[src/hdl/m16bgr_ram.sv]
// ----------------------------------------------------------------------------
// m16bgr_ram
// Generic single-write, single-read synchronous RAM with a registered read.
// ----------------------------------------------------------------------------
module m16bgr_ram #(
	parameter int WIDTH = 16,
	parameter int DEPTH = 256
) (
	input  logic                     clk,
	input  logic                     we,
	input  logic [$clog2(DEPTH)-1:0] wr_addr,
	input  logic [WIDTH-1:0]         wr_data,
	input  logic                     re,
	input  logic [$clog2(DEPTH)-1:0] rd_addr,
	output logic [WIDTH-1:0]         rd_data
);

	logic [WIDTH-1:0] mem [DEPTH];
	logic [WIDTH-1:0] rd_data_q;

	always_ff @(posedge clk) begin
		if (we) begin
			mem[wr_addr] <= wr_data;
		end
		if (re) begin
			rd_data_q <= mem[rd_addr];
		end
	end

	assign rd_data = rd_data_q;

endmodule

[config.mk]
export PLATFORM = sky130hd
export DESIGN_NAME = m16bgr_ram
export DESIGN_NICKNAME = d
export VERILOG_FILES = /design/src/hdl/m16bgr_ram.sv
export SDC_FILE = /design/constraint.sdc
export NUM_CORES = 2
export LEC_CHECK = 0
export BUFFER_PORTS_ARGS = -buffer_cell sky130_fd_sc_hd__buf_2
export CORE_MARGIN = 2
export CORE_UTILIZATION = 50
export DETAILED_ROUTE_END_ITERATION = 6
export PLACE_DENSITY = 0.65
export SLEW_MARGIN = 15
export SYNTH_ARGS = -nofsm -noshare
export SYNTH_HDL_FRONTEND = slang
export SYNTH_SLANG_ARGS = --single-unit
[constraint.sdc]
create_clock -name clk -period 2.9 [get_ports clk]
set_input_delay 0.435 -clock clk [delete_from_list [all_inputs] [get_ports clk]]
set_output_delay 0.435 -clock clk [all_outputs]
set_load 0.02 [all_outputs]
Word-level counts from Yosys, hierarchy flattened
Memories as Yosys holds them, arrays and structs flattened. A register that Yosys moved wholly into a read port is not among the register bits.
Index checks and enable logic that the tools add are counted.
{ "totals": {"reg_bits": 0, "ram_bits": 4096, "inputBits": 35, "output_inout_bits": 16, "word_cells": 3, "mem_count": 1} }
{ "mem_list": {"columns": ["name", "words", "word_bits", "rd", "rd_clocked_by_memory_dff", "wr", "line", "source"], "rows": [
  ["mem", 256, 16, 1, 1, 1, "18", "logic [WIDTH-1:0] mem [DEPTH];"]
]} }
{ "op_classes": {"n_mux": 2} }
{ "ops": {"columns": ["op", "count"], "rows": [
  ["two-way mux 1 bit", 2]
]} }

Longest topological paths before layout
{ "logic_depth": {"ltp_word": 2, "ltp_mapped": 12, "depth_no_buf": 6} }

Worst setup path after synthesis
Ideal clock, no wire load.
{ "synth_path": {"path_type": "input-to-reg", "from": "in rd_addr[0]", "to": "reg rd_data_q[4] (netlist: rd_data[4]) (read register of mem) (data pin)", "setup_ns": 0.265, "arrival_ns": 2.419, "t_required_ns": 2.635, "path_slack_ns": 0.216, "path_stages": 8, "n_path_buf": 3, "path_cell_list": "buf_6 buf_6 buf_2 mux4_2 mux4_2 a22o_1 o32ai_2 nor4_2"} }
{ "synth_rtl": {"columns": ["element", "line", "source"], "rows": [
  ["start, declared", "14", "input logic [$clog2(DEPTH)-1:0] rd_addr,"],
  ["end, declared", "19", "logic [WIDTH-1:0] rd_data_q;"]
]} }

==> reports/metrics.csv <==
metric,value,unit
status,completed,
Final Hold Viols,0,
required time at the worst-slack endpoint,3.61,ns
clock-pin transition on the worst setup and hold timing paths,0.06,ns
achievable clock frequency,350,MHz
clock tree from TritonCTS,built,
Root Buffer,sky130_fd_sc_hd__clkbuf_16,
final RePlAce weighted congestion,0.910,
largest net degree at the start of global routing,105,
I/O pins,51,
input/output buffers,50,
start-to-end type of the worst setup path,reg -> reg,
max-capacitance violation count,0,
element type at the critical path end,register,
ys async rst share,0,%
number of warning messages in the yosys log,0,
CP startpoint kind,register,
vias per cell,6.35,
syn nets,7395,
number of antenna violations at the first check in global routing,28,
Std-Cell Core Area,0.315,sq mm
Residual DRC,0,
average wire per cell in the routed design,33.2,um
largest fanout of any net on the critical path,1,
maximum VDD drop,0.499,mV
CTS Buf Count,411,
critical path's largest stage delay,0.52,ns
number of standard cells after synthesis,7360,
most frequent standard cell in the layout excluding fill and tap cells,sky130_fd_sc_hd__edfxtp_1,
P_leak,60.1,nW
Syn Area/Cell,21.6,sq um
Worst Max-Slew Pin Slew,0.960,ns
"commonest non-fill, non-tap cells in the layout","4112 x sky130_fd_sc_hd__edfxtp_1, 895 x sky130_fd_sc_hd__buf_4, 797 x sky130_fd_sc_hd__mux4_2, 565 x sky130_fd_sc_hd__mux2i_1, 415 x sky130_fd_sc_hd__clkbuf_16",
die boundary width,568,um
maximum clock path buffer count,4,
cell-by-cell listing of the critical path,"mux4_2, mux2_2, a22oi_1, nand2_1, buf_12, o32ai_1, buf_4, nor4_1",
CP max-delay cell,sky130_fd_sc_hd__a22oi_1,
HPWL after DPL,272,mm
die height,568,um
post-synthesis to final-layout area growth,16.5,%
setup repair after global routing missed its margin,no,
leading area contributor after synthesis,sky130_fd_sc_hd__edfxtp_1,
number of DRC violations after detailed-routing iteration 0,11500,
iteration count of the initial detailed-routing pass,6,
maximum level of the CTS H-tree,5,
final layout net count,8453,
Post-synth EDFFs,4112,
Post-Route Hold Slack,0.0936,ns
arrival time worst endpoint,3.57,ns
count of final max-slew check failures,0,
commonest register cell after synthesis,sky130_fd_sc_hd__edfxtp_1,
layout cell share with drive strength beyond 1,30.1,%
initial standard-cell utilization of the core,50.4,%
count of unique library cells instantiated by Yosys,51,
number of global-route vias before repair,81500,
Power Total,125,mW
share of Yosys cell area claimed by the top area cell type,77.7,%
overall routing resource usage,26.5,%
leading cell types by total area after synthesis,"sky130_fd_sc_hd__edfxtp_1 78%, sky130_fd_sc_hd__mux4_2 11%, sky130_fd_sc_hd__mux2i_1 3.6%, sky130_fd_sc_hd__o221ai_1 1.4%, sky130_fd_sc_hd__nor2_1 0.72%",
Layout Skew,0.0742,ns
Setup Viol. Count Final,0,
buffers inserted by post-CTS timing repair,0,
synthesized flop and latch total,4112,
type of the most critical hold path,in -> reg,
power density cells,675,mW/mm^2
clk sink count,4112,
aggregate routed wire length,429,mm
die footprint,0.322,sq mm
total number of vias,82100,
Final Cycle Share,98.6,%
area of the mapped netlist,0.159,sq mm
register area share after synthesis,77.7,%
antenna violation net count after detailed routing,0,
Slew headroom,35.5,%
global-route congestion overflow total,0,
first-pass GRT wire length,607,mm
Clock Latency Late Sink,0.99,ns
clock period minus worst slack,2.86,ns
standard-cell rows,206,
[repair_timing]
action,CTS,global route
endpoints found under the hold margin,451,0
resized for setup,4,4
setup endpoints to repair,3,4
hold buffers,16,0
[layout make-up]
class	instances	area, sq um
tap	4160	5200
sequential	4112	123000
clock inverter	270	2620
timing repair buffer	1097	10100
antenna	13	32.5
fill	22500	130000
inverter	4	27.5
clock buffer	488	10700
multi-input combinational	2792	33000
[kinds of logic after synthesis]
kind of cell    Yosys count  share of synthesized area (%)
mux                    1450                           15.5
compound gates          786                           3.53
flops                  4112                           77.7
buf+inv                 456                           1.69
simple gates            556                           1.57
[layer usage]
layer | GRT usage, % | up-vias | share of wire [%] | wire [um]
met5 | 0 | - | 0.013 | 54
met4 | 10.2 | 8 | 4.4 | 18800
met3 | 5.03 | 754 | 9.5 | 40800
met2 | 41.5 | 4332 | 47 | 203000
met1 | 37.0 | 43600 | 39 | 166000
li1 | - | 33400 | - | -
[flip-flops by register name, summed over array words and instances, names as in the netlist]
register / flops
mem: 4096
rd_data: 16
[per-stage QoR]
step           util [%]  setup WS, ns  instance area (sq um)  TNS, ns  cells
2_1_floorplan         -         0.216                 159000        0   7360
3_3_place_gp       54.4         -1.22                 172000   -12.83  12100
3_5_place_dp       54.4         -1.20                 172000   -12.84  12100
4_1_cts            58.6        0.0402                 185000        0  12900
5_1_grt            58.7       0.00368                 185000        0  12900
6_report           58.7        0.0410                 185000        0  12900
[cells in the mapped netlist, types with 3 or more instances]
library cell	number
sky130_fd_sc_hd__edfxtp_1	4112
sky130_fd_sc_hd__mux4_2	797
sky130_fd_sc_hd__mux2i_1	565
sky130_fd_sc_hd__nor2_1	304
sky130_fd_sc_hd__o221ai_1	252
sky130_fd_sc_hd__clkbuf_1	230
sky130_fd_sc_hd__a21oi_1	175
sky130_fd_sc_hd__o22ai_1	148
sky130_fd_sc_hd__nor3_1	92
sky130_fd_sc_hd__mux2_2	88
sky130_fd_sc_hd__buf_6	77
sky130_fd_sc_hd__buf_2	76
sky130_fd_sc_hd__a22oi_1	43
sky130_fd_sc_hd__nand2_1	38
sky130_fd_sc_hd__o21ai_0	37
sky130_fd_sc_hd__nand3_1	35
sky130_fd_sc_hd__a22o_1	32
sky130_fd_sc_hd__a221oi_1	28
sky130_fd_sc_hd__buf_1	27
sky130_fd_sc_hd__buf_4	26
sky130_fd_sc_hd__nand4_1	26
sky130_fd_sc_hd__o32ai_1	20
sky130_fd_sc_hd__a211oi_1	18
sky130_fd_sc_hd__nor4_1	17
sky130_fd_sc_hd__o31ai_1	16
sky130_fd_sc_hd__and3_1	11
sky130_fd_sc_hd__buf_8	11
sky130_fd_sc_hd__nor2b_1	9
sky130_fd_sc_hd__a2111oi_0	6
sky130_fd_sc_hd__a31oi_1	6
sky130_fd_sc_hd__buf_12	5
sky130_fd_sc_hd__or2_2	4
sky130_fd_sc_hd__inv_1	3
sky130_fd_sc_hd__nand2b_1	3
sky130_fd_sc_hd__nand4b_1	3
[report_power, final]
part / total [mW] / switching, mW / internal, mW
Clock: 52.2 / 22.6 / 29.7
Sequential: 65.6 / 0.0671 / 65.5
Combinational: 7.01 / 4.33 / 2.68
[worst max-delay path, delay by kind of cell (launching register included)]
family / cells / cell delay (ns)
AND/OR/NAND/NOR: 2 / 0.26
buffers and inverters: 2 / 0.36
AO/OA/AOI/OAI: 2 / 0.81
flip-flops: 1 / 0.39
multiplexers: 2 / 0.79
[final timing paths]
check	slack, ns	endpoint	start	cells after the start
max	0.04	rd_data[9]	mem[1][9]	8
min reg2reg	1.20	rd_data[9]	mem[216][9]	6
min	0.09	rd_data[4]	re	1
max reg2reg	0.04	rd_data[9]	mem[1][9]	8
Note: power is estimated with default switching activity, not from simulation.
